## src/design/sfls_pkg.sv

```systemverilog
// ----------------------------------------------------------------------------
// sfls_pkg
// Shared codes, widths and control types for the stereo FIR / level block.
// ----------------------------------------------------------------------------
`default_nettype none

package sfls_pkg;

    // request kinds carried on tuser
    localparam logic [1:0] MODE_SAMPLE = 2'd0;
    localparam logic [1:0] MODE_CLEAR  = 2'd1;
    localparam logic [1:0] MODE_COEFF  = 2'd2;

    // configuration register indexes
    localparam logic [1:0] CFG_FILTER_EN = 2'd0;
    localparam logic [1:0] CFG_LEVEL_L   = 2'd1;
    localparam logic [1:0] CFG_LEVEL_R   = 2'd2;

    localparam int COEFF_W     = 32;
    localparam int LEVEL_W     = 16;
    localparam int ACC_W       = 64;
    localparam int CIDX_W      = 7;
    localparam int FIR_SHIFT   = 31;
    localparam int LEVEL_SHIFT = 15;

    localparam logic [LEVEL_W-1:0] LEVEL_MAX = 16'h8000;

    // sequencer to datapath strobes
    typedef struct packed {
        logic load_sample;   // take input sample as scaling source
        logic load_zero;     // clear request: source is zero
        logic acc_clear;     // start of a new request
        logic mul_en;        // memory read data valid, form product
        logic acc_en;        // product valid, accumulate
        logic fir_norm;      // accumulator final, normalize into source
        logic scale_en;      // apply level
    } sfls_ctrl_t;

endpackage

`default_nettype wire

```

## src/design/sfls_mac.sv

```systemverilog
// ----------------------------------------------------------------------------
// sfls_mac
// One channel: multiply-accumulate over taps, Q1.31 normalize, level scaling.
// ----------------------------------------------------------------------------
`default_nettype none

module sfls_mac
    import sfls_pkg::*;
#(
    parameter int SAMPLE_BITS = 24
) (
    input  logic                          clk,
    input  sfls_ctrl_t                    ctrl,
    input  logic signed [SAMPLE_BITS-1:0] sample,
    input  logic signed [SAMPLE_BITS-1:0] hist_data,
    input  logic signed [COEFF_W-1:0]     tap_data,
    input  logic        [LEVEL_W-1:0]     level,
    output logic signed [SAMPLE_BITS-1:0] result
);

    localparam int PW = SAMPLE_BITS + LEVEL_W + 1;
    localparam logic signed [ACC_W-1:0] ACC_HI =
        ACC_W'((64'sd1 <<< (SAMPLE_BITS - 1)) - 64'sd1);
    localparam logic signed [ACC_W-1:0] ACC_LO = -ACC_HI - 64'sd1;
    localparam logic signed [PW-1:0] P_HI = PW'(ACC_HI);
    localparam logic signed [PW-1:0] P_LO = PW'(ACC_LO);

    logic signed [SAMPLE_BITS+COEFF_W-1:0] prod_w;
    logic signed [ACC_W-1:0]               prod_reg;
    logic signed [ACC_W-1:0]               acc_reg;
    logic signed [ACC_W-1:0]               fir_sh;
    logic signed [SAMPLE_BITS-1:0]         fir_sat;
    logic signed [SAMPLE_BITS-1:0]         src_reg;
    logic        [LEVEL_W-1:0]             level_c;
    logic signed [LEVEL_W:0]               level_s;
    logic signed [PW-1:0]                  scaled_w;
    logic signed [PW-1:0]                  scaled_reg;
    logic signed [PW-1:0]                  scaled_sh;

    assign prod_w = hist_data * tap_data;

    assign fir_sh  = acc_reg >>> FIR_SHIFT;
    assign fir_sat = (fir_sh > ACC_HI) ? SAMPLE_BITS'(ACC_HI) :
                     (fir_sh < ACC_LO) ? SAMPLE_BITS'(ACC_LO) :
                     fir_sh[SAMPLE_BITS-1:0];

    // gain above unity is held at unity
    assign level_c  = (level > LEVEL_MAX) ? LEVEL_MAX : level;
    assign level_s  = $signed({1'b0, level_c});
    assign scaled_w = src_reg * level_s;

    assign scaled_sh = scaled_reg >>> LEVEL_SHIFT;
    assign result    = (scaled_sh > P_HI) ? SAMPLE_BITS'(P_HI) :
                       (scaled_sh < P_LO) ? SAMPLE_BITS'(P_LO) :
                       scaled_sh[SAMPLE_BITS-1:0];

    always_ff @(posedge clk)
    begin
        if (ctrl.mul_en)
        begin
            prod_reg <= ACC_W'(prod_w);
        end

        if (ctrl.acc_clear)
        begin
            acc_reg <= '0;
        end
        else if (ctrl.acc_en)
        begin
            acc_reg <= acc_reg + prod_reg;
        end

        if (ctrl.load_zero)
        begin
            src_reg <= '0;
        end
        else if (ctrl.load_sample)
        begin
            src_reg <= sample;
        end
        else if (ctrl.fir_norm)
        begin
            src_reg <= fir_sat;
        end

        if (ctrl.scale_en)
        begin
            scaled_reg <= scaled_w;
        end
    end

endmodule

`default_nettype wire

```

## config.mk

```make
export PLATFORM = sky130hd
export DESIGN_NAME = sfls_mac
export DESIGN_NICKNAME = d
export VERILOG_FILES = /design/src/design/sfls_pkg.sv /design/src/design/sfls_mac.sv
export SDC_FILE = /design/constraint.sdc
export NUM_CORES = 2
export LEC_CHECK = 0
export ABC_AREA = 0
export BUFFER_PORTS_ARGS = -buffer_cell sky130_fd_sc_hd__buf_2
export CORE_UTILIZATION = 47
export DETAILED_ROUTE_END_ITERATION = 16
export PLACE_DENSITY = 0.64
export SYNTH_ARGS = -nofsm -noshare
export SYNTH_HDL_FRONTEND = slang
export SYNTH_SLANG_ARGS = --single-unit
```

## constraint.sdc

```tcl
create_clock -name clk -period 12.4 [get_ports clk]
set_input_delay 2.48 -clock clk [delete_from_list [all_inputs] [get_ports clk]]
set_output_delay 2.48 -clock clk [all_outputs]
set_load 0.01 [all_outputs]
```

**Yosys cells after proc, flatten, opt, wreduce, memory -nomap -nowiden**

Cells that the tools add are included.

- Shift-type cells: 0
- Reductions and logical operators: 1
- Muxes and demuxes: 7
- Div/mod/pow operators: 0
- Bitwise operators: 0
- Magnitude comparators: 5
- $mul: 2
- Add/subtract/negate cells: 1
- Equality and inequality tests: 0

Operator list:

| kind | count |
|---|---|
| 24-bit two-way mux | 6 |
| 64-bit by 56-bit adder with 64-bit output | 1 |
| 24-bit by 32-bit multiplier with 56-bit output | 1 |
| 24-bit by 17-bit multiplier with 41-bit output | 1 |
| 33-bit by 24-bit > comparator with 1-bit output (second input constant) | 1 |
| 33-bit by 24-bit < comparator with 1-bit output (second input constant) | 1 |
| 26-bit by 24-bit > comparator with 1-bit output (second input constant) | 1 |
| 26-bit by 24-bit < comparator with 1-bit output (second input constant) | 1 |
| 16-bit > comparator (second input constant) | 1 |
| 16-bit two-way mux | 1 |
| 2-bit nonzero test | 1 |

- Memories: 0
- Memory bits (writable): 0
- Bits in read-only memories: 0
- Logic and storage cells: 20
- Flip-flop bits (word level): 185
- Output and inout port bits: 24
- Bits in latches: 0
- Bits of input ports: 104

**Longest topological paths before layout**

- Depth after elaboration: 5
- Depth in mapped cells: 29
- Mapped depth without buffers: 27

**Worst setup path after synthesis**

OpenSTA, ideal clock, no wires.

- Path kind: input to register
- From: input port level[7]
- To: register scaled_reg[39], data pin
- Stages: 25
- Path buffers: 1
- Library setup time: 0.258 ns
- Path slack: 3.004 ns
- Data required time: 12.142 ns
- Arrival time: 9.138 ns
- Cell sequence: nor4_1 > a41oi_1 > nor2b_1 > clkbuf_1 > nand2_1 > fa_1 > fa_1 > fa_1 > inv_1 > fa_1 > fa_1 > inv_1 > fa_1 > inv_1 > ha_1 > a21o_1 > a221o_1 > a41o_1 > a31oi_1 > o21ai_0 > o21ai_1 > a21oi_1 > or3_1 > a21oi_1 > xnor2_1

- Word-level cells in the longest chain between the ends: 3

Ends and longest elaborated chain:

| item | RTL line | text |
|---|---|---|
| from (decl) | sfls_mac.sv:17 | `input logic [LEVEL_W-1:0] level,` |
| 16-bit > comparator | sfls_mac.sv:48 | `assign level_c = (level > LEVEL_MAX) ? LEVEL_MAX : level;` |
| 16-bit two-way mux * | sfls_mac.sv:48 |  |
| 24-bit by 17-bit multiplier with 41-bit output * | sfls_mac.sv:50 | `assign scaled_w = src_reg * level_s;` |
| via scaled_w[39] | sfls_mac.sv:36 | `logic signed [PW-1:0] scaled_w;` |
| to (signal assigned) | sfls_mac.sv:88 | `scaled_reg <= scaled_w;` |
| to (decl) | sfls_mac.sv:37 | `logic signed [PW-1:0] scaled_reg;` |

Mark *: on every way through the listed nets, which the timed path passes. The rest lies on a longest branch.
A chain may end at the register's enable or synchronous reset.

**Final worst setup path**

- From: input port level[3]
- To: register scaled_reg[39], data pin

The elaborated chain is that of the path after synthesis.

==> key figures <==
Worst setup path
  – Critical path type: primary input to register
  – Worst setup endpoint: scaled_reg[39]
  – Reg2Reg Depth: 23
  – Maximum fanout along the worst path: 11
  – R2r startpoint: src_reg[8]
  – FF-to-FF setup slack: about 4.1 ns
  – Reg-to-Reg End: scaled_reg[39]
  – CP Capture Type: register
  – Critical Path RT: roughly 13 ns
  – CP Launch Type: primary input
  – Crit path DAT: 11.00 ns
  – CP Launch Point: level[3]

Final layout
  – Final Util: 49.5%
  – Area grow syn2layout: 4.39%
  – Share of cells above drive strength 1: 3.73%
  – Number of flip-flops in the largest register: 64
  – # nets final: between 7,000 and 8,000

Logic synthesis
  – Share of Yosys cell area claimed by the top area cell type: between 40 and 50%
  – Synthesized cell area: roughly 50,000 sq um
  – Post-synth ARST share: 0%
  – Cell count after synthesis: approximately 5,500
  – Mapped Avg Cell Area: between 9 and 10 sq um
  – Yosys warns: 0
  – Sequential fraction of the synthesis area: 8.46%
  – Synth Flop Type: dfxtp_1
  – Syn Nets: 7,084
  – Post-synth top area cell: fa_1
  – Cell variety after synth: 70
  – FF+latch count, synth: 170
  – Synth top area cells: fa_1, inv_1, ha_1
  – Number of synthesized flops with an enable pin: 82

CTS
  – Post-CTS Setup Inserts: 0
  – Clk_lat worst skew: 0.51 ns
  – H-tree levels: 4
  – CTS tree: done
  – Worst-path clk slew: 0.08 ns
  – Hold Buf Count CTS: 0
  – Num CTS Buffers: 17
  – Root Buffer: clkbuf_16
  – Clock sink count: 170
  – Gates resized, CTS repair: 0
  – Clock buffer depth: 2

STA
  – Unrepaired setup endpoints after global routing: false
  – Layout Skew: 0.0314 ns
  – Setup TNS: 0 ns
  – Fmax: 0.0931 GHz
  – Final period util: 86.6%
  – Least-Margin Pin Slew: 1.22 ns
  – Final hold violations: 0
  – Max Slew Vio Count: 0
  – Crit path time final: 10.74 ns
  – Slew headroom: 18.2%
  – Final Setup Violations: 0

Routing
  – DRT iter0 DRCs: about 2,300
  – Post-route ant nets: 0
  – DRC: 0
  – Vias: about 36,000
  – Drt wl/cell: 18.7 um
  – Drt total wl: 128,000 um
  – Via density: roughly 5.3
  – Pre-Repair DR Iteration Count: 6

Global routing
  – Largest net degree at the start of global routing: 57
  – GRT Total Usage: 25.1%
  – Antenna violations before repair: 1
  – Remaining Overflow, GRT: 0
  – First-pass GRT wire length: 210,000 um
  – Vias in the first global route: 39,000

Worst hold path
  – Worst Hold Launch: acc_reg[62]
  – Hold Path Class: register to register

Die
  – Rows: 119
  – Die Area: 108,000 sq um
  – Die X: ~330 um
  – I/O pin count: 128
  – Core Box Area: 105,000 sq um
  – Initial Util: roughly 47%
  – Die Y-Extent: roughly 330 um

Run
  – Max Cap Violations: 0

Placement
  – Final Wtd Congestion: roughly 0.9
  – Port Buffers: approximately 130
  – DP HPWL: 99,000 um

Status
  – Status: finished clean
==> layer usage <==
metal	vias to the layer above	share of wire [%]	wire, um	track usage [%]
met2	1173	46	59100	40.2
met5	-	0	0	0
li1	16200	-	-	-
met3	223	6.9	8820	4.30
met4	0	3.5	4430	8.67
met1	18400	43	55400	34.4
==> how the worst min path moves through the flow <==
stage,depth (start not counted),to,slack [ns]
2_1_floorplan,2,acc_reg[62],0.46
3_3_place_gp,2,acc_reg[28],0.48
3_5_place_dp,2,acc_reg[62],0.48
4_1_cts,2,acc_reg[62],0.49
5_1_grt,2,acc_reg[62],0.51
6_report,2,acc_reg[62],0.49
==> logic make-up after synthesis <==
logic type	synth area share (%)
AND/OR/NAND/NOR	15.9
buffers and inverters	11.3
adder cells (fa/ha/maj)	54.3
AO/OA/AOI/OAI	6.54
flip-flops	8.46
XOR/XNOR	2.54
multiplexers	0.975
==> cell type report <==
class / instances / area, sq um
well taps: 1391 / 1740
repair buffers: 149 / 803
fillers: 9968 / 53100
flip-flops and latches: 170 / 4220
diodes: 2 / 5.00
clock inverters: 15 / 150
inverters: 1253 / 4700
clock buffers: 17 / 425
multi-input cells: 3835 / 40100
==> critical path, cell delays in order <==
cell      delay [ns]
buf_2           0.10
nor4_1          0.28
a41oi_1         0.26
nor2b_1         0.80
and2_1          0.26
fa_1            0.39
inv_1           0.08
fa_1            0.44
fa_1            0.51
inv_1           0.05
fa_1            0.49
fa_1            0.49
inv_1           0.05
fa_1            0.48
inv_1           0.05
ha_1            0.28
a21oi_1         0.15
o221ai_1        0.14
a211oi_1        0.84
nand2_1         0.22
a31oi_1         0.62
o21ai_0         0.32
o21ai_1         0.39
a21oi_1         0.15
or3_1           0.39
a21oi_1         0.19
xnor2_1         0.08
==> stage by stage <==
step	setup WS (ns)	instances	area (sq um)	hold slack, ns
finish	1.66	6832	52100	0.490
global route	1.18	6831	52100	0.514
CTS	1.71	6830	52100	0.494
detailed placement	1.17	6798	51500	0.482
global placement	1.30	6798	51500	0.476
floorplan	3.00	5509	49900	0.457
==> placed cells by master (no fill, tap or decap), types with 20 or more instances in the layout <==
master,n
a21o_1,78
nor2b_1,49
dfxtp_1,88
o21a_1,23
a211oi_1,20
nand4_1,23
xor2_1,38
nand2_1,727
buf_4,23
ha_1,312
nand2b_1,25
and2_1,478
o21bai_1,25
o21ai_0,65
nor2_1,238
edfxtp_1,82
inv_1,1252
nand3_1,25
nor3_1,54
fa_1,1159
buf_2,126
xnor2_1,107
mux2i_1,46
a21oi_1,190
==> cells in the mapped netlist, types with 52 or more instances <==
master    count
clkbuf_1    243
edfxtp_1     82
a21oi_1     190
ha_1        312
inv_1      1252
nand2_1     727
nor2_1      238
a21o_1       78
dfxtp_1      88
and2_1      478
nor3_1       54
fa_1       1159
o21ai_0      65
nor2b_1      52
xnor2_1     107
Power is not shown: default switching activity piles up to over one toggle a cycle in this logic, so the estimate is an artifact.
