## src/design/sfls_ram.sv

```systemverilog
// ----------------------------------------------------------------------------
// sfls_ram
// Generic single-write, single-read RAM with registered read data.
// ----------------------------------------------------------------------------
`default_nettype none

module sfls_ram #(
    parameter int WIDTH = 8,
    parameter int DEPTH = 16,
    localparam int AW = (DEPTH > 1) ? $clog2(DEPTH) : 1
) (
    input  logic             clk,
    input  logic             we,
    input  logic [AW-1:0]    waddr,
    input  logic [WIDTH-1:0] wdata,
    input  logic [AW-1:0]    raddr,
    output logic [WIDTH-1:0] rdata
);

    logic [WIDTH-1:0] mem [DEPTH];

    always_ff @(posedge clk)
    begin
        if (we)
        begin
            mem[waddr] <= wdata;
        end
        rdata <= mem[raddr];
    end

endmodule

`default_nettype wire

```

## config.mk

```make
export PLATFORM = sky130hd
export DESIGN_NAME = sfls_ram
export DESIGN_NICKNAME = d
export VERILOG_FILES = /design/src/design/sfls_ram.sv
export SDC_FILE = /design/constraint.sdc
export NUM_CORES = 1
export LEC_CHECK = 0
export BUFFER_PORTS_ARGS = -buffer_cell sky130_fd_sc_hd__buf_2
export CELL_PAD_IN_SITES_DETAIL_PLACEMENT = 0
export CELL_PAD_IN_SITES_GLOBAL_PLACEMENT = 2
export CORE_UTILIZATION = 30
export CTS_CLUSTER_DIAMETER = 120
export DETAILED_ROUTE_END_ITERATION = 6
export PLACE_DENSITY_LB_ADDON = 0.2
export SLEW_MARGIN = 5
export SYNTH_ARGS = -nofsm -noshare
export SYNTH_HDL_FRONTEND = slang
export SYNTH_SLANG_ARGS = --single-unit
export TNS_END_PERCENT = 5
```

## constraint.sdc

```tcl
create_clock -name clk -period 2.6 [get_ports clk]
set_clock_uncertainty 0.2 [all_clocks]
set_input_delay 0.26 -clock clk [delete_from_list [all_inputs] [get_ports clk]]
set_output_delay 0.26 -clock clk [all_outputs]
set_load 0.1 [all_outputs]
```

# Word level (Yosys, flattened, before mapping)
# Memory sizes are Yosys's and may differ from the RTL's. A register that Yosys moved wholly into a read port is not among the register bits.
# Index checks and enable logic that the tools add are counted.
# totals
output_inout_bits	8
elab_cells	3
memories	1
ff_bits	0
in_bits	18
mem_bits_rw	128
# mem_list
memory	words	word_bits	read_ports	rd_clocked_by_memory_dff	write_ports	line	text
mem	16	8	1	1	1	20	logic [WIDTH-1:0] mem [DEPTH];
# op_classes
mux	2
# ops
operator	count
1-bit two-way mux	2

# Logic depth before layout (Yosys ltp)
# Gate-level depths: netlist of the first run.
# logic_depth
depth_word	2
ltp_mapped	5
ltp_nobuf	3

# Least setup slack after synthesis of the first run
# No wires, ideal clock.
# synth_path
path_kind	input-to-reg
from	input port waddr[2]
to	memory mem[0][0] (enable)
path_buffers	0
path_slack_ns	0.647
required_time_ns	2.017
path_stages	2
setup_time_ns	0.383
t_arrival_ns	1.370
cell_sequence	or3b_2 > nor3_1
# synth_rtl
element	line	text
start, declared	14	input logic [AW-1:0] waddr,
end, declared	20	
# No word-level cell before the write port.

# Worst setup path after layout of the first run
# layout_path
from	register rdata[4] (read register of mem)
to	output port rdata[4]
# layout_rtl
element	line	text
start, declared	17	output logic [WIDTH-1:0] rdata
# No word-level cell between the ends.

==> results of run 1 <==
## worst paths after layout
path | start | to
min | wdata[1] | mem[7][1]
max | rdata[4] | rdata[4]
min reg2reg | mem[14][6] | rdata[6]
max reg2reg | mem[6][3] | rdata[3]
## cell usage in the layout, fill, tap and decap left out, types with 2 or more instances in the layout
cell / instances
edfxtp_1: 128
buf_2: 25
mux4_2: 18
buf_4: 18
clkbuf_16: 17
a22oi_1: 16
mux4_1: 14
nor2_1: 13
nand2_1: 9
dfxtp_1: 8
nor3_1: 4
clkinvlp_4: 4
clkinv_1: 4
bufinv_16: 3
clkinv_2: 3
nand3b_1: 2
nand2b_1: 2
buf_12: 2
## cell type report
cell class / instances / area (um^2) / area share, %
timing repair buffer: 45 / 300 / 4.83
sequential: 136 / 4000 / 64.4
clock buffer: 17 / 425 / 6.84
clock inverter: 15 / 159 / 2.55
tap: 220 / 275 / 4.42
multi-input combinational: 83 / 1060 / 17.0
## cells by family after synthesis
family                 Yosys count  synth area share [%]
AND/OR/NAND/NOR                 35                  3.18
flip-flops                     136                  77.8
buffers and inverters           10                  1.68
multiplexers                    32                  15.0
AO/OA/AOI/OAI                   16                  2.33
## per-layer routing
| metal | global-route usage (%) | wire, um |
|---|---|---|
| met1 | 19.4 | 5430 |
| met2 | 20.7 | 5390 |
| met3 | 3.18 | 343 |
| met4 | 6.96 | 136 |
| met5 | 0 | 0 |
## metrics by stage
step | power (mW) | utilization [%] | hold slack [ps]
6_report | 5.16 | 37.4 | 39.3
5_1_grt | 5.32 | 37.4 | 36.7
4_1_cts | 5.22 | 37.4 | 24.7
3_5_place_dp | 2.86 | 33.9 | 452
3_3_place_gp | 2.85 | 33.9 | 446
2_1_floorplan | 2.74 | - | 159
## registers in the layout (all words and copies together) (netlist names)
register and flops:
mem 128, rdata 8
## where the power goes
group | leakage (nW) | total, mW | switching (mW) | internal [mW]
registers | 1.22 | 2.47 | 0.0157 | 2.45
logic | 0.586 | 0.338 | 0.239 | 0.0995
clock network | 0.275 | 2.35 | 0.866 | 1.49
==> metrics.cfg, run 1 <==
[status]
status=finished, final reports clean

[timing]
maxSlewHeadroom_pct=66.4
grt_setup_unrepaired=no
setup_viol=0
fmax_mhz=589
timing.final.ws_setup_ps=902
final.setup.tns_ps=0
min_period_ps=1700
hold_viol=0
post-route-period-util_pct=65.3
tightest_slew_ps=504
finalMaxSlewViolations=0

[drt]
remaining_drc_errors=0
dr_total_vias=2423
drtIter0Drc=174
post_drt_wl_per_cell_um=21.9
drtAntennaViolNets=0
drt-total-wl_um=11300
viasPerCell=4.70
first_pass_iters=4

[logic_synthesis]
synth_top_area_cell=edfxtp_1
synthTopCellsByCount=edfxtp_1, mux4_2, a22oi_1
synth_area_mm2=0.00515
synthFlopType=edfxtp_1
yosysWarnings=0
ys_ff_latch=136
ys_top_cells_by_area=edfxtp_1, mux4_2, mux4_1
synth_cell_type_count=19
syn-num-nets=247
synth_edf_count=128
async_flop_share_pct=0
yosysMostFrequentCell=edfxtp_1
yosysSeqAreaShare_pct=77.8
avgSynthCellArea_um2=22.5
synthCells=229
yosysTopAreaCellShare_pct=74.7

[setup_path]
max_stage_delay_ps=450
rr_worst_depth=3
crit_required_ps=2140
start_kind=flop
end_kind=output port
worstPathArrival_ps=1240
critPathKind=flop to output port
crit_chain=buf_2
crit_family=buffers and inverters
rrSetupSlack_ps=1090
cp_max_fo=1
slowest_stage=buf_2
cp.buffers_inverters=1
crit_cells=1

[final_layout]
fill_cells=1513
drive_above_1_share_pct=31.1
diodes=0
stdcell_count=516
area_growth_pct=20.9
layout.nets=301
final_cell_area_mm2=0.00622

[global_route]
grt_pass1_wl_um=16800
overflow=0
grt_pass1_vias=2563
grtUsageTotal_pct=14.0
antenna_found_initial=0
grt_max_degree=33

[clock_tree]
cts-root-buf=clkbuf_16
hold_buffers=0
cts_buffers=17
post_cts_buffers=0
ctsResizeCount=0
insertion_delay_ps=420
cts_sinks=136
cts_max_level=4
clock_path_buffers=2
clkSlewWorstSetupHoldPaths_ps=60
cts_tree=built

[floorplan]
start_util_pct=30.9
coreArea_mm2=0.0166
die-area_mm2=0.0177
ioPinCount=26
die_h_um=133
die_w_um=133
row_count=47

[power]
vdd_ir_drop_max_mv=0.445
power_density_mw_per_mm2=829
leakagePower_nw=2.08

[place]
io_buffer_count=25
place_ws_ps=683
gp_congestion=0.674
placed_cells=484
dp_hpwl_um=7090
dpl_cell_area_mm2=0.00564

[job]
cap_violations=0

[min_path]
min_path_type=input pin to flop
hold-path-cell-count=1

Note: power is estimated with default switching activity, not from simulation.
==> run 2: changes to the inputs <==
--- a/config.mk
+++ b/config.mk
@@ -5,6 +5,7 @@
 export SDC_FILE = /design/constraint.sdc
 export NUM_CORES = 1
 export LEC_CHECK = 0
+export ABC_AREA = 1
 export BUFFER_PORTS_ARGS = -buffer_cell sky130_fd_sc_hd__buf_2
 export CELL_PAD_IN_SITES_DETAIL_PLACEMENT = 0
 export CELL_PAD_IN_SITES_GLOBAL_PLACEMENT = 2
==> constraint.sdc (replaced) <==
create_clock -name clk -period 1.77 [get_ports clk]
set_clock_uncertainty 0.2 [all_clocks]
set_input_delay 0.177 -clock clk [delete_from_list [all_inputs] [get_ports clk]]
set_output_delay 0.177 -clock clk [all_outputs]
set_load 0.1 [all_outputs]
==> run 2 against run 1 <==
Against the previous run: the flow now finishes with violations (hold timing); power increased by 57%; via count increased by 55%; first-iteration DRC count is 29% higher; design area increased by 11%; synthesized cell count is 140% higher; final cell count is 64% higher; sequential power is 47% higher; largest cell class unchanged; sequential cell count is the same; hold slack worse by 42 ps.
==> metrics.cfg, run 2 <==
[status]
status=finished, violations left
violations=hold timing

[logic_synthesis]
yosysMostFrequentCell=nand2_1
yosysTopAreaCellShare_pct=66.7  ; -8.0 points
yosysWarnings=0  ; unchanged
syn-num-nets=569  ; +130%
ys_ff_latch=136  ; unchanged
avgSynthCellArea_um2=10.5  ; -53%
synth_cell_type_count=12  ; -7
synth_area_mm2=0.00577  ; +12%
synth_top_area_cell=edfxtp_1
synth_edf_count=128  ; unchanged
synthTopCellsByCount=nand2_1, edfxtp_1, inv_1
ys_top_cells_by_area=edfxtp_1, nand2_1, nand3_1
synthFlopType=edfxtp_1
synthCells=551  ; +140%
async_flop_share_pct=0  ; unchanged
yosysSeqAreaShare_pct=69.4  ; -8.4 points

[timing]
grt_setup_unrepaired=no
timing.final.ws_setup_ps=229  ; -673 ps
post-route-period-util_pct=87.0
final.setup.tns_ps=0  ; unchanged
hold_viol=4  ; +4
min_period_ps=1540
maxSlewHeadroom_pct=67.7  ; +1.3 points
fmax_mhz=649
setup_viol=0  ; unchanged
tightest_slew_ps=488  ; -16.1 ps
finalMaxSlewViolations=0  ; unchanged
hold_slack_ps=-3.14  ; -42.4 ps

[drt]
drt-total-wl_um=14800  ; +31%
wl_met1_um=7280  ; +34%
dr_total_vias=3759  ; +55%
first_pass_iters=4  ; unchanged
drtAntennaViolNets=0  ; unchanged
met2_wirelength_um=6910  ; +28%
drtIter0Drc=225  ; +29%
viasPerCell=4.45  ; -5.3%
met3_length_um=460  ; +34%
remaining_drc_errors=0  ; unchanged
top_layer=met4
post_drt_wl_per_cell_um=17.5  ; -20%

[final_layout]
regMostFlops=mem
final_util_pct=36.9  ; -0.47 points
top_regs=mem (128), rdata (8)
drive_above_1_share_pct=13.6  ; -17 points
fill_cells=1948  ; +29%
final_common_cell=nand2_1
layout_common_cells=nand2_1, edfxtp_1, inv_1, nand3_1, buf_2
diodes=0  ; unchanged
layout.nets=616  ; +100%
final_cell_area_mm2=0.00693  ; +11%
area_growth_pct=20.1
largest_register_ffs=128  ; unchanged

[floorplan]
start_util_pct=30.7  ; -0.20 points
coreArea_mm2=0.0188  ; +13%
die_h_um=141  ; +5.8%
die_w_um=141  ; +5.8%
die-area_mm2=0.0198  ; +12%
row_count=50  ; +6.4%
ioPinCount=26  ; unchanged

[place]
place_ws_ps=247  ; -437 ps
dpl_cell_area_mm2=0.00625  ; +11%
dp_hpwl_um=9000  ; +27%
io_buffer_count=25  ; unchanged
gp_congestion=0.757  ; +12%

[setup_path]
crit_required_ps=1390  ; -750 ps
rr_worst_depth=6  ; +3
critPathKind=flop to output port
cp.buffers_inverters=1  ; unchanged
reg2reg_to=rdata[6]
cp-endpoint=rdata[2]
rrSetupSlack_ps=550  ; -540 ps
start_kind=flop
worstPathArrival_ps=1160  ; -80 ps
crit_family=buffers and inverters
slowest_stage=buf_2
crit_chain=buf_2
rr_startpoint=mem[3][6]
timing.critical_path.from=rdata[2]
cp_max_fo=1  ; unchanged
crit_cells=1  ; unchanged
end_kind=output port
max_stage_delay_ps=430  ; -20 ps

[min_path]
min_path_type=input pin to flop
hold_start=wdata[0]

[clock_tree]
cts_buffers=17  ; unchanged
post_cts_buffers=0  ; unchanged
clkSlewWorstSetupHoldPaths_ps=60  ; about the same
insertion_delay_ps=420  ; about the same
clock_path_buffers=2  ; unchanged
cts-root-buf=clkbuf_16
cts_tree=built
cts_sinks=136  ; unchanged
cts_max_level=4  ; unchanged

[global_route]
grt_pass1_wl_um=22900  ; +37%
overflow=0  ; unchanged
grt_max_degree=65  ; +97%
grt_pass1_vias=3805  ; +48%
antenna_found_initial=0  ; unchanged
grtUsageTotal_pct=16.3  ; +2.3 points

[power]
vdd_ir_drop_max_mv=0.621  ; +40%
power_density_mw_per_mm2=1170  ; +41%
leakagePower_nw=2.98  ; +43%

[job]
cap_violations=0  ; unchanged

==> run 2: changes by cell type in the layout (fill, tap and decap cells not counted), sizes merged, moves of 4 or more <==
| cell | before | now |
|---|---|---|
| nand2 | 9 | 173 |
| nor3 | 4 | 0 |
| nand3 | 1 | 97 |
| inv | 1 | 104 |
| mux4 | 32 | 0 |
| buf | 45 | 49 |
| a22oi | 16 | 0 |
| nor2 | 13 | 17 |
==> run 2: logic make-up after synthesis <==
group                  count (synthesis)  share of synthesized area, %
buffers and inverters                126                          9.52
flip-flops                           136                          69.4
AND/OR/NAND/NOR                      289                          21.0
==> run 2: how the worst min path moves through the flow <==
stage / endpoint / slack, ps / depth (start not counted)
final: mem[4][0] / -3 / 1
after global routing: mem[4][0] / 10 / 1
after CTS: mem[5][0] / 9 / 1
after detailed placement: rdata[7] / 360 / 3
after global placement: rdata[5] / 360 / 3
after floorplan: mem[0][0] / 80 / 0
==> run 2: through the flow <==
stage / instances / power (mW)
after floorplan: 551 / 4.09
after global routing: 845 / 8.39
after global placement: 810 / 4.32
after detailed placement: 810 / 4.32
final: 845 / 8.12
after CTS: 845 / 8.22
==> run 2: power by group <==
| group | total, mW | leakage [nW] | switching [mW] | internal, mW |
|---|---|---|---|---|
| clock | 3.89 | 0.314 | 1.38 | 2.51 |
| sequential | 3.62 | 1.22 | 0.0176 | 3.60 |
| combinational | 0.622 | 1.45 | 0.476 | 0.146 |
| total | 8.12 | 2.98 | 1.87 | 6.25 |
==> run 2: timing repair <==
item | CTS | global route
hold endpoints to repair | 24 | 0
hold buffers | 3 | 0
gates resized for setup | 0 | 0
==> run 2: layer usage <==
metal,up-vias,track usage (%)
li1,1872,-
met1,1804,22.2
met2,75,25.6
met3,8,3.70
met4,0,5.49
met5,-,0
==> run 2: layout make-up <==
class | instances | area, um^2 | share of cell area [%]
Clock buffer | 17 | 425 | 6.14
Clock inverter | 15 | 224 | 3.23
Inverter | 102 | 383 | 5.53
Multi-Input combinational cell | 289 | 1210 | 17.5
Sequential cell | 136 | 4000 | 57.8
Tap cell | 234 | 293 | 4.23
Timing Repair Buffer | 52 | 385 | 5.56
==> run 3: changes to the inputs <==
==> constraint.sdc (replaced) <==
create_clock -name clk -period 1.8 [get_ports clk]
set_clock_uncertainty 0.2 [all_clocks]
set_input_delay 0.18 -clock clk [delete_from_list [all_inputs] [get_ports clk]]
set_output_delay 0.18 -clock clk [all_outputs]
set_load 0.1 [all_outputs]
==> run 3 against run 2 <==
Against the previous run: the run now ends clean; setup slack got worse by 55 ps; global-route usage barely moved; core utilization rose by 0.060 points; combinational power barely moved; sequential cell count did not move; critical path depth did not move.
==> metrics.cfg, run 3 (same netlist as run 2, synthesis figures left out) <==
[setup_path]
cp_max_fo=1  ; unchanged
slowest_stage=buf_2
worstPathArrival_ps=1250  ; +90 ps
max_stage_delay_ps=450  ; +20 ps
start_kind=flop
end_kind=output port
crit_required_ps=1420  ; +30 ps
critPathKind=flop to output port
crit_chain=buf_2
cp.buffers_inverters=1  ; unchanged
crit_family=buffers and inverters

[timing]
final.setup.tns_ps=0  ; unchanged
finalMaxSlewViolations=0  ; unchanged
setup_viol=0  ; unchanged
hold_viol=0  ; -4
hold_slack_ps=0.549  ; +3.69 ps
fmax_mhz=615
maxSlewHeadroom_pct=66.8  ; -0.90 points
post-route-period-util_pct=90.3
min_period_ps=1630
grt_setup_unrepaired=no
tightest_slew_ps=501  ; +13.7 ps

[place]
dp_hpwl_um=8870  ; -1.5%
placed_cells=809  ; -0.12%
gp_congestion=0.752  ; -0.70%
io_buffer_count=25  ; unchanged
dpl_cell_area_mm2=0.00625  ; about the same

[clock_tree]
insertion_delay_ps=430  ; about the same
cts_sinks=136  ; unchanged
cts-root-buf=clkbuf_16
cts_buffers=17  ; unchanged
cts_max_level=4  ; unchanged
clock_path_buffers=2  ; unchanged
clkSlewWorstSetupHoldPaths_ps=60  ; about the same
cts_tree=built

[global_route]
grt_max_degree=65  ; unchanged
grt_pass1_vias=3624  ; -4.8%
antenna_found_initial=0  ; unchanged
overflow=0  ; unchanged
grtUsageTotal_pct=16.3  ; +0.027 points
grt_pass1_wl_um=22700  ; -1.1%

[drt]
viasPerCell=4.39  ; -1.3%
dr_total_vias=3714  ; -1.2%
drt-total-wl_um=14900  ; +0.61%
drtAntennaViolNets=0  ; unchanged
post_drt_wl_per_cell_um=17.6  ; +0.49%
first_pass_iters=7  ; +3
remaining_drc_errors=0  ; unchanged
drtIter0Drc=244  ; +8.4%

[final_layout]
final_common_cell=nand2_1
drive_above_1_share_pct=12.9  ; -0.68 points
stdcell_count=846  ; +0.12%
diodes=0  ; unchanged
final_cell_area_mm2=0.00694  ; +0.16%
regMostFlops=mem
area_growth_pct=20.3
top_regs=mem (128), rdata (8)
regArea_mm2=0.00400  ; unchanged
layout.nets=617  ; +0.16%
layout_common_cells=nand2_1, edfxtp_1, inv_1, nand3_1, buf_2
fill_cells=1928  ; -1.0%
multi_input_area_mm2=0.00121  ; unchanged
largest_register_ffs=128  ; unchanged

[floorplan]
die_w_um=141  ; unchanged
ioPinCount=26  ; unchanged
coreArea_mm2=0.0188  ; unchanged
row_count=50  ; unchanged
die_h_um=141  ; unchanged
start_util_pct=30.7  ; unchanged
die-area_mm2=0.0198  ; unchanged

[power]
vdd_ir_drop_max_mv=0.632  ; +1.7%
total_power_mw=7.93  ; -2.4%
leakagePower_nw=2.99  ; about the same
power_density_mw_per_mm2=1140  ; -2.6%

[min_path]
min_path_type=input pin to flop

[job]
cap_violations=0  ; unchanged

[status]
status=finished, final reports clean

## run 3: worst paths after layout
path                            startpoint    endpoint  slack [ps]  depth (start not counted)
worst min-delay path              wdata[3]  mem[13][3]         0.5                          1
worst min register to register  mem[14][4]    rdata[4]         460                          6
worst max-delay path              rdata[7]    rdata[7]         170                          1
worst max register to register  mem[15][5]    rdata[5]         190                          7
## run 3: final cells by class
type / count / area share, %
clock inverter: 13 / 2.92
timing repair buffer: 53 / 5.91
clock buffer: 19 / 6.24
tap: 234 / 4.22
inverter: 102 / 5.52
sequential: 136 / 57.7
multi-input combinational: 289 / 17.5
## run 3: what timing repair did
action / 4_1_cts / 5_1_grt
hold buffers: 5 / 0
setup buffers: 0 / 0
resized for setup: 0 / 0
endpoints found under the setup margin: 0 / 0
endpoints found under the hold margin: 39 / 0
## run 3: routing by layer
layer / global-route usage, % / part of all wire, %
met4: 5.66 / 0.77
met2: 25.4 / 48
met3: 3.57 / 4.0
met5: 0 / 0
met1: 22.4 / 48
## run 3: stage by stage
step	utilization [%]	worst slack, ps
final	37.0	174
after global routing	37.0	84.1
after CTS	37.0	141
after detailed placement	33.3	254
after global placement	33.3	249
after floorplan	-	469
## run 3: power by group
group          switching (mW)  total (mW)  internal, mW
Clock                    1.29        3.74          2.45
Combinational           0.472       0.621         0.149
Sequential             0.0206        3.56          3.54
Total                    1.79        7.93          6.14
